==> src/sv/dps_pkg.sv <==
// Shared types and constants for the dynamic priority scheduler.
`default_nettype none

package dps_pkg;

  // Default ready-queue depth
  localparam int unsigned DPS_DEPTH_DEFAULT = 16;

  // Command codes
  localparam logic CMD_ADD  = 1'b0;
  localparam logic CMD_TICK = 1'b1;

  // Status codes
  localparam logic [1:0] ST_OK    = 2'd0;
  localparam logic [1:0] ST_FULL  = 2'd1;
  localparam logic [1:0] ST_EMPTY = 2'd2;

  // One queue entry as stored in the entry RAM
  typedef struct packed {
    logic [7:0]        id;
    logic signed [7:0] pri;
    logic [7:0]        need;
    logic [7:0]        ran;
  } dps_entry_t;

  localparam int unsigned ENTRY_W = $bits(dps_entry_t);

  // Sequencer states, one-hot
  typedef enum logic [5:0] {
    S_IDLE      = 6'b000001,
    S_HEAD_WAIT = 6'b000010,
    S_INS_START = 6'b000100,
    S_INS_WAIT  = 6'b001000,
    S_INS_LAST  = 6'b010000,
    S_RESP      = 6'b100000
  } dps_state_e;

endpackage

`default_nettype wire

==> src/sv/dps_ram.sv <==
// Generic simple dual-port RAM: one write port, one read port with registered data.
`default_nettype none

module dps_ram #(
  parameter int unsigned WIDTH = 32,
  parameter int unsigned DEPTH = 16,
  localparam int unsigned AW   = (DEPTH > 1) ? $clog2(DEPTH) : 1
) (
  input  wire logic             clk_i,
  input  wire logic             we_i,
  input  wire logic [AW-1:0]    waddr_i,
  input  wire logic [WIDTH-1:0] wdata_i,
  input  wire logic [AW-1:0]    raddr_i,
  output logic      [WIDTH-1:0] rdata_o
);

  logic [WIDTH-1:0] mem_q [DEPTH];
  logic [WIDTH-1:0] rdata_q;

  // Write port
  always_ff @(posedge clk_i) begin
    if (we_i) begin
      mem_q[waddr_i] <= wdata_i;
    end
  end

  // Registered read port
  always_ff @(posedge clk_i) begin
    rdata_q <= mem_q[raddr_i];
  end

  assign rdata_o = rdata_q;

endmodule

`default_nettype wire

==> src/sv/dynamic_priority_scheduler.sv <==
// Top level of the dynamic priority scheduler: sequencer around a circular entry RAM.
//
//  channel   | signals                                          | direction | handshake
//  ----------+--------------------------------------------------+-----------+---------------------
//  command   | cmd_i proc_id_i new_priority_i needed_time_i     | in        | start & !busy
//  result    | status_o run_id_o run_priority_o run_count_o     | out       | done_o, one cycle
//            | finished_o waiting_left_o                        |           |
//
//  An add walks from the tail toward the head, moving each lower-priority entry back a slot
//  to open its own; a tick reads the head entry, retires it once its run count reaches its
//  need, else requeues it like an add with priority lowered by one. Refused adds and empty
//  ticks go straight to the result. busy holds through the result cycle as well.
//  Reset clears the fill count, head pointer, state and results; never the entry RAM.
//  The result is shown for exactly one cycle on done_o; the receiver cannot stall it.
`default_nettype none

module dynamic_priority_scheduler #(
  parameter int unsigned QUEUE_DEPTH = dps_pkg::DPS_DEPTH_DEFAULT
) (
  input  wire logic              clk_i,
  input  wire logic              rst_ni,
  input  wire logic              start,
  output logic                   busy,
  input  wire logic              cmd_i,
  input  wire logic [7:0]        proc_id_i,
  input  wire logic signed [7:0] new_priority_i,
  input  wire logic [7:0]        needed_time_i,
  output logic                   done_o,
  output logic      [1:0]        status_o,
  output logic      [7:0]        run_id_o,
  output logic signed [7:0]      run_priority_o,
  output logic      [7:0]        run_count_o,
  output logic                   finished_o,
  output logic      [4:0]        waiting_left_o
);

  import dps_pkg::*;

  localparam int unsigned PW = (QUEUE_DEPTH > 1) ? $clog2(QUEUE_DEPTH) : 1;
  localparam int unsigned CW = $clog2(QUEUE_DEPTH + 1);
  localparam int unsigned SW = CW + 1;

  dps_state_e        state_q, state_d;
  logic [PW-1:0]     head_q, head_d;
  logic [CW-1:0]     count_q, count_d;
  logic [PW-1:0]     hole_q, hole_d;
  logic [PW-1:0]     scan_q, scan_d;
  logic [CW-1:0]     left_q, left_d;
  dps_entry_t        rec_q, rec_d;
  logic [1:0]        status_q, status_d;
  logic [7:0]        run_id_q, run_id_d;
  logic signed [7:0] run_pri_q, run_pri_d;
  logic [7:0]        run_cnt_q, run_cnt_d;
  logic              fin_q, fin_d;

  // RAM ports
  logic              ram_we;
  logic [PW-1:0]     ram_waddr;
  dps_entry_t        ram_wdata;
  logic [PW-1:0]     ram_raddr;
  logic [ENTRY_W-1:0] ram_rdata;
  dps_entry_t        rd;

  // Pointer arithmetic
  logic [SW-1:0]     tail_sum;
  logic [PW-1:0]     tail;
  logic [PW-1:0]     tail_dec;
  logic [PW-1:0]     scan_dec;
  logic [PW-1:0]     head_inc;
  logic [7:0]        head_ran;
  logic signed [7:0] head_pri_dn;
  logic              accept;

  assign rd     = dps_entry_t'(ram_rdata);
  assign accept = start && !busy;

  // Tail slot = head + count, wrapped once
  assign tail_sum = SW'(head_q) + SW'(count_q);
  assign tail     = (tail_sum >= SW'(QUEUE_DEPTH)) ? PW'(tail_sum - SW'(QUEUE_DEPTH))
                                                   : PW'(tail_sum);
  assign tail_dec = (tail == '0) ? PW'(QUEUE_DEPTH - 1) : tail - PW'(1);
  assign scan_dec = (scan_q == '0) ? PW'(QUEUE_DEPTH - 1) : scan_q - PW'(1);
  assign head_inc = (head_q == PW'(QUEUE_DEPTH - 1)) ? '0 : head_q + PW'(1);

  // Head entry update for a tick
  assign head_ran    = rd.ran + 8'd1;
  assign head_pri_dn = (rd.pri == -8'sd128) ? rd.pri : rd.pri - 8'sd1;

  // Sequencer
  always_comb begin
    state_d   = state_q;
    head_d    = head_q;
    count_d   = count_q;
    hole_d    = hole_q;
    scan_d    = scan_q;
    left_d    = left_q;
    rec_d     = rec_q;
    status_d  = status_q;
    run_id_d  = run_id_q;
    run_pri_d = run_pri_q;
    run_cnt_d = run_cnt_q;
    fin_d     = fin_q;
    ram_we    = 1'b0;
    ram_waddr = hole_q;
    ram_wdata = rec_q;
    ram_raddr = head_q;

    case (state_q)
      S_IDLE: begin
        if (accept) begin
          status_d  = ST_OK;
          run_id_d  = '0;
          run_pri_d = '0;
          run_cnt_d = '0;
          fin_d     = 1'b0;
          if (cmd_i == CMD_ADD) begin
            rec_d.id   = proc_id_i;
            rec_d.pri  = new_priority_i;
            rec_d.need = (needed_time_i == 8'd0) ? 8'd1 : needed_time_i;
            rec_d.ran  = 8'd0;
            if (count_q == CW'(QUEUE_DEPTH)) begin
              status_d = ST_FULL;
              state_d  = S_RESP;
            end else begin
              state_d  = S_INS_START;
            end
          end else if (count_q == '0) begin
            status_d = ST_EMPTY;
            state_d  = S_RESP;
          end else begin
            // head read issued on ram_raddr default
            state_d = S_HEAD_WAIT;
          end
        end
      end

      S_HEAD_WAIT: begin
        run_id_d  = rd.id;
        run_pri_d = rd.pri;
        run_cnt_d = head_ran;
        head_d    = head_inc;
        count_d   = count_q - CW'(1);
        if (head_ran >= rd.need) begin
          fin_d   = 1'b1;
          state_d = S_RESP;
        end else begin
          rec_d.id   = rd.id;
          rec_d.pri  = head_pri_dn;
          rec_d.need = rd.need;
          rec_d.ran  = head_ran;
          state_d    = S_INS_START;
        end
      end

      S_INS_START: begin
        if (count_q == '0) begin
          ram_we    = 1'b1;
          ram_waddr = tail;
          count_d   = count_q + CW'(1);
          state_d   = S_RESP;
        end else begin
          hole_d    = tail;
          scan_d    = tail_dec;
          left_d    = count_q;
          ram_raddr = tail_dec;
          state_d   = S_INS_WAIT;
        end
      end

      // Walk from the tail toward the head, moving lower priorities back
      S_INS_WAIT: begin
        ram_we = 1'b1;
        if (rd.pri >= rec_q.pri) begin
          count_d = count_q + CW'(1);
          state_d = S_RESP;
        end else begin
          ram_wdata = rd;
          hole_d    = scan_q;
          left_d    = left_q - CW'(1);
          if (left_q == CW'(1)) begin
            state_d = S_INS_LAST;
          end else begin
            scan_d    = scan_dec;
            ram_raddr = scan_dec;
          end
        end
      end

      S_INS_LAST: begin
        ram_we  = 1'b1;
        count_d = count_q + CW'(1);
        state_d = S_RESP;
      end

      S_RESP: begin
        state_d = S_IDLE;
      end

      default: begin
        state_d = S_IDLE;
      end
    endcase
  end

  // Control state
  always_ff @(posedge clk_i or negedge rst_ni) begin
    if (!rst_ni) begin
      state_q   <= S_IDLE;
      head_q    <= '0;
      count_q   <= '0;
      status_q  <= ST_OK;
      run_id_q  <= '0;
      run_pri_q <= '0;
      run_cnt_q <= '0;
      fin_q     <= 1'b0;
    end else begin
      state_q   <= state_d;
      head_q    <= head_d;
      count_q   <= count_d;
      status_q  <= status_d;
      run_id_q  <= run_id_d;
      run_pri_q <= run_pri_d;
      run_cnt_q <= run_cnt_d;
      fin_q     <= fin_d;
    end
  end

  // Scan payload
  always_ff @(posedge clk_i) begin
    hole_q <= hole_d;
    scan_q <= scan_d;
    left_q <= left_d;
    rec_q  <= rec_d;
  end

  dps_ram #(
    .WIDTH (ENTRY_W),
    .DEPTH (QUEUE_DEPTH)
  ) u_entry_ram (
    .clk_i   (clk_i),
    .we_i    (ram_we),
    .waddr_i (ram_waddr),
    .wdata_i (ram_wdata),
    .raddr_i (ram_raddr),
    .rdata_o (ram_rdata)
  );

  // Outputs
  assign busy           = (state_q != S_IDLE);
  assign done_o         = (state_q == S_RESP);
  assign status_o       = status_q;
  assign run_id_o       = run_id_q;
  assign run_priority_o = run_pri_q;
  assign run_count_o    = run_cnt_q;
  assign finished_o     = fin_q;
  assign waiting_left_o = 5'(count_q);

  // Checks
  a_count_range: assert property (@(posedge clk_i) disable iff (!rst_ni)
    count_q <= CW'(QUEUE_DEPTH))
    else $error("queue fill above depth");

  a_full_drop: assert property (@(posedge clk_i) disable iff (!rst_ni)
    (done_o && status_o == ST_FULL) |-> count_q == CW'(QUEUE_DEPTH))
    else $error("full status with room left");

  a_empty_tick: assert property (@(posedge clk_i) disable iff (!rst_ni)
    (done_o && status_o == ST_EMPTY) |-> (count_q == '0 && run_id_o == '0))
    else $error("empty status with entries queued");

  a_finish_ok: assert property (@(posedge clk_i) disable iff (!rst_ni)
    (done_o && finished_o) |-> (status_o == ST_OK && run_count_o != 8'd0))
    else $error("retired item with bad status");

  a_insert_slot: assert property (@(posedge clk_i) disable iff (!rst_ni)
    (state_q == S_INS_START) |-> count_q != CW'(QUEUE_DEPTH))
    else $error("insert started on full queue");

endmodule

`default_nettype wire
==> config.mk <==
export PLATFORM = sky130hd
export DESIGN_NAME = dynamic_priority_scheduler
export DESIGN_NICKNAME = d
export VERILOG_FILES = /design/src/sv/dps_pkg.sv /design/src/sv/dps_ram.sv /design/src/sv/dynamic_priority_scheduler.sv
export SDC_FILE = /design/constraint.sdc
export NUM_CORES = 1
export LEC_CHECK = 0
export ABC_AREA = 1
export BUFFER_PORTS_ARGS = -buffer_cell sky130_fd_sc_hd__buf_2
export CAP_MARGIN = 20
export CORE_UTILIZATION = 67
export CTS_CLUSTER_DIAMETER = 200
export DETAILED_ROUTE_END_ITERATION = 6
export HOLD_SLACK_MARGIN = 0.15
export PLACE_DENSITY = 0.82
export SYNTH_ARGS = -nofsm -noshare
export SYNTH_HDL_FRONTEND = slang
export SYNTH_SLANG_ARGS = --single-unit
==> constraint.sdc <==
create_clock -name clk_i -period 7.5 [get_ports clk_i]
set_clock_uncertainty 0.2 [all_clocks]
set_input_delay 1.125 -clock clk_i [delete_from_list [all_inputs] [get_ports clk_i]]
set_output_delay 1.125 -clock clk_i [all_outputs]
set_load 0.05 [all_outputs]
==> out/qor.yml, run 1 <==
status: "finished with violations"
violations: "DRC"
synth-seq-cells: 631
use_met3_pct: 7.335
fin_nets: 2520
setup_viol: 0
dp.final_hpwl_mm: 36.57
path_class: "reg -> reg"
dpl_cell_area_um2: 28140
worstMarginPinSlew_ns: 1.079
wl_per_cell_um: 24.24
grt_pass1_vias: 19560
fin_setup_tns_ns: 0
synthDistinctLibCells: 41
crit_path_max_fanout: 80
met2_usage_pct: 55.29
syn2layout_area_growth_pct: 10.36
vias: 20430
htreeDepth: 2
arrival_ns: 5.10
postCtsHoldBufs: 0
firstDrtPassIters: 7
post-route-util_pct: 75.28
first_iter_violations: 3275
coreArea_um2: 39910
grt_usage_pct: 35.63
gp_congestion: 0.8766
drc_errors: 4
multi_input_area_um2: 7856
hp-class: "reg -> reg"
p_leak_nw: 11.45
postSynthAreaPerCell_um2: 11.13
clock.fmax_ghz: 0.2112
r2r_cells: 15
die-area_um2: 41440
synth_area_leaders: "edfxtp_1, nand2_1, nand3_1"
worstSetupStartpoint: "head_q[0]$_DFFE_PN0P_"
grt_pass1_wl_mm: 111.0
busiest_layer: "met2"
post-cts-setup-buffers: 0
fin_ws_ns: 2.766
hold_path_end: "run_count_o[2]$_DFFE_PN0P_"
endpoint_kind: "register"
r2r_setup_slack_ns: 2.77
worstSkewPairLatency_ns: 0.62
drive_above_1_share_pct: 10.01
crit_required_ns: 7.86
use_met1_pct: 48.58
initial_utilization_pct: 68.21
overflow: 0
start_kind: "register"
detail_route.vias_per_cell: 6.738
post-route-period-util_pct: 63.12
maxSlewViolCount: 0
rows: 73
die_w_um: 203.6
finalCriticalPeriod_ns: 4.734
p_per_area_nw_per_um2: 416.6
max_cap_viol_count: 0
yosysWarnings: 0
routed_wl_mm: 73.49
clock-sinks: 631
synth-seq-area-share_pct: 67.65
clkSlewWorstSetupHoldPaths_ns: 0.06
antenna_found_initial: 1
port_buffers: 61
syn-num-nets: 2507
reg2reg_from: "head_q[0]$_DFFE_PN0P_"
top_level_ports: 62
root_buffer: "clkbuf_16"
antenna_cells: 0
cts_buffers: 59
syn_inst: 2445
preCtsSetupSlack_ns: 2.950
fin_area_um2: 30050
vdd_drop_max_uv: 279.2
post_cts_resized: 0
yosysTopAreaCell: "edfxtp_1"
clk_path_buf_depth: 3
synth_top_area_share_pct: 61.44
min_path_cells: 2
layout_common_cells: "nand2_1, edfxtp_1, nand3_1"
ant_nets: 0
n_fill_cell: 2391
layout.cells.most_common: "nand2_1"
hold_viol: 0
slew_headroom_pct: 28.04
cts_tree: "done"
fp.dieH_um: 203.6
hold_start: "run_count_o[2]$_DFFE_PN0P_"
reg2reg_to: "u_entry_ram.rdata_o[21]$_DFF_P_"
grt_max_degree: 101
ff_latch_area_um2: 18420
syn-cell-area_um2: 27220
rsz0062_at_grt: "no"
==> through the flow <==
stage | hold WS (ns) | total power [mW] | instances
finish | 0.2797 | 12.52 | 3032
global route | 0.3061 | 13.15 | 3032
CTS | 0.2875 | 12.40 | 3030
detailed placement | 0.2720 | 9.469 | 2920
global placement | 0.2569 | 9.265 | 2920
floorplan | 0.2575 | 8.122 | 2445
==> layout make-up <==
type | instances | share of cell area (%)
inverter | 105 | 1.316
clock buffer | 88 | 5.509
tap | 525 | 2.186
timing repair buffer | 131 | 2.832
sequential | 631 | 61.30
multi-input combinational | 1530 | 26.15
clock inverter | 22 | 0.7079
==> registers in the layout (all words and copies together) (netlist names) <==
register,count
u_entry_ram.mem_q,512
rec_q,32
u_entry_ram.rdata_o,32
run_count_o,8
run_id_o,8
run_priority_o,8
state_q,6
left_q,5
waiting_left_o,5
head_q,4
hole_q,4
scan_q,4
status_o,2
finished_o,1
==> power breakdown <==
| group | switching, mW | internal, mW |
|---|---|---|
| Clock | 1.27 | 1.66 |
| Combinational | 3.53 | 1.38 |
| Sequential | 0.187 | 4.50 |
==> metal layers <==
| layer | wire [um] | up-vias |
|---|---|---|
| met3 | 9285 | 270 |
| met5 | 10 | - |
| met4 | 3324 | 2 |
| met2 | 34300 | 1548 |
| met1 | 26570 | 9751 |
| li1 | - | 8858 |
==> cells by family (layout without fill, tap and decap cells) <==
kind of cell | count (synthesis) | count (layout) | share of synthesized area [%]
buffers and inverters | 284 | 346 | 4.334
AND/OR/NAND/NOR | 1332 | 1332 | 22.88
XOR/XNOR | 22 | 22 | 0.7078
flip-flops | 631 | 631 | 67.65
multiplexers | 2 | 2 | 0.07354
AO/OA/AOI/OAI | 140 | 140 | 2.730
adder cells (fa/ha/maj) | 34 | 34 | 1.618
==> synthesized netlist by cell type, drive strengths merged <==
cell	count
ha	32
nand3b	1
o21ai	109
dfxtp	32
nand3	411
a211oi	2
clkbuf	88
o21a	1
a21o	1
dfstp	1
a2bb2oi	1
nor4	7
xor2	15
xnor2	7
a41oi	1
nor2	54
inv	105
nor3	6
edfxtp	557
a31oi	1
a22o	3
nand4	264
o2111ai	1
mux2i	2
o22ai	1
fa	2
a21oi	19
nand2	589
dfrtp	41
buf	91
==> worst max path at each step <==
stage / slack, ns / cells past startpoint / to
finish: 2.77 / 15 / u_entry_ram.rdata_o[21]$_DFF_P_
global route: 2.55 / 15 / u_entry_ram.rdata_o[16]$_DFF_P_
CTS: 2.88 / 21 / u_entry_ram.rdata_o[18]$_DFF_P_
detailed placement: 2.95 / 21 / u_entry_ram.rdata_o[18]$_DFF_P_
global placement: 3.07 / 15 / u_entry_ram.rdata_o[28]$_DFF_P_
floorplan: 2.68 / 14 / rec_q[0]$_SDFFCE_PN0P_
==> critical path: stages, from the launching register on <==
cell and delay (ns):
dfrtp_1 0.47, ha_1 0.25, fa_1 0.49, inv_1 0.09
ha_1 0.21, nand3_1 0.14, nand2_1 0.10, nand2_4 0.32
buf_4 0.81, buf_4 0.77, nand4_1 0.24, nand3_1 0.16
nand3_1 0.10, nand2_1 0.11, nand2_1 0.06, nand2_1 0.10
(Power assumes the default switching activity.)
==> inputs of run 2 (changes only) <==
--- a/config.mk
+++ b/config.mk
@@ -5,14 +5,14 @@
 export SDC_FILE = /design/constraint.sdc
 export NUM_CORES = 1
 export LEC_CHECK = 0
-export ABC_AREA = 1
+export ABC_AREA = 0
 export BUFFER_PORTS_ARGS = -buffer_cell sky130_fd_sc_hd__buf_2
 export CAP_MARGIN = 20
-export CORE_UTILIZATION = 67
+export CORE_UTILIZATION = 57
 export CTS_CLUSTER_DIAMETER = 200
 export DETAILED_ROUTE_END_ITERATION = 6
 export HOLD_SLACK_MARGIN = 0.15
-export PLACE_DENSITY = 0.82
+export PLACE_DENSITY = 0.74
 export SYNTH_ARGS = -nofsm -noshare
 export SYNTH_HDL_FRONTEND = slang
 export SYNTH_SLANG_ARGS = --single-unit
==> constraint.sdc (replaced) <==
create_clock -name clk_i -period 4 [get_ports clk_i]
set_clock_uncertainty 0.2 [all_clocks]
set_input_delay 0.6 -clock clk_i [delete_from_list [all_inputs] [get_ports clk_i]]
set_output_delay 0.6 -clock clk_i [all_outputs]
set_load 0.05 [all_outputs]
==> out/qor.yml, run 2 <==
met2_wirelength_mm: 39.27
r2r_cells: 10
n_fill_cell: 3678
first_iter_violations: 3256
synthTopCellsByCount: "nand2_1, edfxtp_1, o211ai_1, a22oi_1, clkbuf_1"
clk_path_buf_depth: 3
rows: 83
finalCriticalPeriod_ns: 3.885
setup_viol: 0
port_buffers: 61
ant_nets: 0
post-route-period-util_pct: 97.12
synthDistinctLibCells: 75
crit_path_max_fanout: 18
syn-cell-area_um2: 29530
synth_enable_flop_cells: 557
post-cts-setup-buffers: 0
synth-seq-cells: 631
detail_route.vias_per_cell: 6.885
routed_wl_mm: 85.02
fin_nets: 2587
maxSlewViolCount: 0
synthArstFlopShare_pct: 6.656
fp.dieH_um: 229.6
violations: "DRC"
grt_pass1_wl_mm: 128.4
r2r_setup_slack_ns: 0.12
m1WireLength_mm: 32.75
worstMarginPinSlew_ns: 1.099
start_kind: "register"
path_class: "reg -> reg"
largest_register_ffs: 512
worstSetupStartpoint: "u_entry_ram.rdata_o[0]$_DFF_P_"
dp.cells: 3118
wl_met3_mm: 9.710
layout.cells.non_filler: 3256
max_cap_viol_count: 0
coreArea_um2: 51200
dp.final_hpwl_mm: 44.44
p_per_area_nw_per_um2: 732.8
syn_inst: 2499
hold_viol: 0
largest_register: "u_entry_ram.mem_q"
initial_utilization_pct: 57.68
slew_headroom_pct: 26.75
drc_errors: 2
synthFlopType: "edfxtp_1"
endpoint_kind: "register"
layout.cells.most_common: "nand2_1"
syn2layout_area_growth_pct: 13.16
synth-seq-area-share_pct: 62.37
synth_area_leaders: "edfxtp_1, o211ai_1, nand2_1"
gp_congestion: 0.9257
vias: 22420
clkSlewWorstSetupHoldPaths_ns: 0.06
crit_required_ns: 4.06
layout_common_cells: "nand2_1, edfxtp_1, o211ai_1"
preCtsSetupSlack_ns: 0.06404
die-area_um2: 52720
vdd_drop_max_uv: 703.2
htreeDepth: 3
die_w_um: 229.6
syn-num-nets: 2561
yosysWarnings: 0
fin_area_um2: 33420
grt_usage_pct: 31.87
clock.fmax_ghz: 0.2574
dpl_cell_area_um2: 31110
firstDrtPassIters: 7
cts_tree: "done"
total_power_mw: 24.49
p_leak_nw: 11.20
fin_setup_tns_ns: 0
drive_above_1_share_pct: 12.73
synth_top_area_share_pct: 56.64
postSynthAreaPerCell_um2: 11.82
antenna_found_initial: 1
cts_buffers: 66
status: "finished with violations"
antenna_cells: 0
fin_ws_ns: 0.1154
top_level_ports: 62
post-synth-top-count-cell: "nand2_1"
grt_pass1_vias: 21860
grt_max_degree: 199
hp-class: "in -> reg"
worstSkewPairLatency_ns: 0.61
root_buffer: "clkbuf_16"
reg2reg_from: "u_entry_ram.rdata_o[0]$_DFF_P_"
highest_layer: "met4"
arrival_ns: 3.94
overflow: 0
wl_per_cell_um: 26.11
rsz0062_at_grt: "no"
clock-sinks: 631
yosysTopAreaCell: "edfxtp_1"
crit_path_end: "rec_q[24]$_DFFE_PP_"
reg2reg_to: "rec_q[24]$_DFFE_PP_"
-- run 2: cell types whose count changed after synthesis, moves of 18 or more --
cell,delta
nand2_1,+25
clkbuf_1,+39
inv_1,-71
nand4_1,-229
o21ai_0,-65
buf_2,-18
a22oi_1,+128
mux2_2,+24
nand3_1,-394
o211ai_1,+516
-- run 2: power by group --
group	internal (mW)	switching [mW]	leakage, nW
sequential	8.35	0.435	5.86
combinational	2.99	6.72	4.31
clock	3.49	2.50	1.03
-- run 2: worst max-delay path, cell delays in order (launching register included) --
cell	delay [ns]
dfxtp_1	0.55
ha_1	0.32
ha_1	0.28
a21o_1	0.15
a21o_1	0.17
a21o_1	0.17
a21o_1	0.17
a2111oi_1	0.77
or3_1	0.22
and3_2	0.20
buf_4	0.33
-- run 2: timing repair --
action,CTS,global route
hold endpoints to repair,59,0
hold buffers,17,0
endpoints found under the setup margin,0,32
resized for setup,0,1
-- run 2: stage by stage --
stage	utilization, %	hold WS [ns]
CTS	65.20	0.1576
finish	65.27	0.1685
global placement	60.77	0.2563
global route	65.27	0.1688
floorplan	-	0.1044
detailed placement	60.77	0.2742
-- run 2: worst min-delay path by stage --
stage	slack, ns	startpoint	cells past startpoint	endpoint
2_1_floorplan	0.10	rst_ni	0	finished_o$_DFFE_PN0P_
3_3_place_gp	0.26	run_count_o[2]$_DFFE_PN0P_	1	run_count_o[2]$_DFFE_PN0P_
3_5_place_dp	0.27	status_o[0]$_DFFE_PN0P_	2	status_o[0]$_DFFE_PN0P_
4_1_cts	0.16	needed_time_i[7]	3	rec_q[15]$_DFFE_PP_
5_1_grt	0.17	needed_time_i[7]	3	rec_q[15]$_DFFE_PP_
6_report	0.17	new_priority_i[4]	3	rec_q[20]$_DFFE_PP_
-- run 2: layout make-up --
class	instances	area, um2	area share, %
clock inverters	17	150.1	0.4493
well taps	680	850.8	2.546
multi-input cells	1622	10210	30.54
inverters	30	112.6	0.3370
repair buffers	174	1729	5.174
flip-flops and latches	631	18420	55.12
clock buffers	102	1949	5.833
-- run 2: routing by layer --
layer,GRT usage (%),vias up
met5,0,-
met2,49.68,1501
met1,43.54,11030
met3,6.536,251
li1,-,9632
met4,13.48,0
-- run 2: logic make-up after synthesis --
group                    share of synthesized area (%)
adder cells (fa/ha/maj)                          1.491
AND/OR/NAND/NOR                                  11.02
buffers and inverters                            3.686
flip-flops                                       62.37
XOR/XNOR                                        0.6821
multiplexers                                    0.9830
AO/OA/AOI/OAI                                    19.77
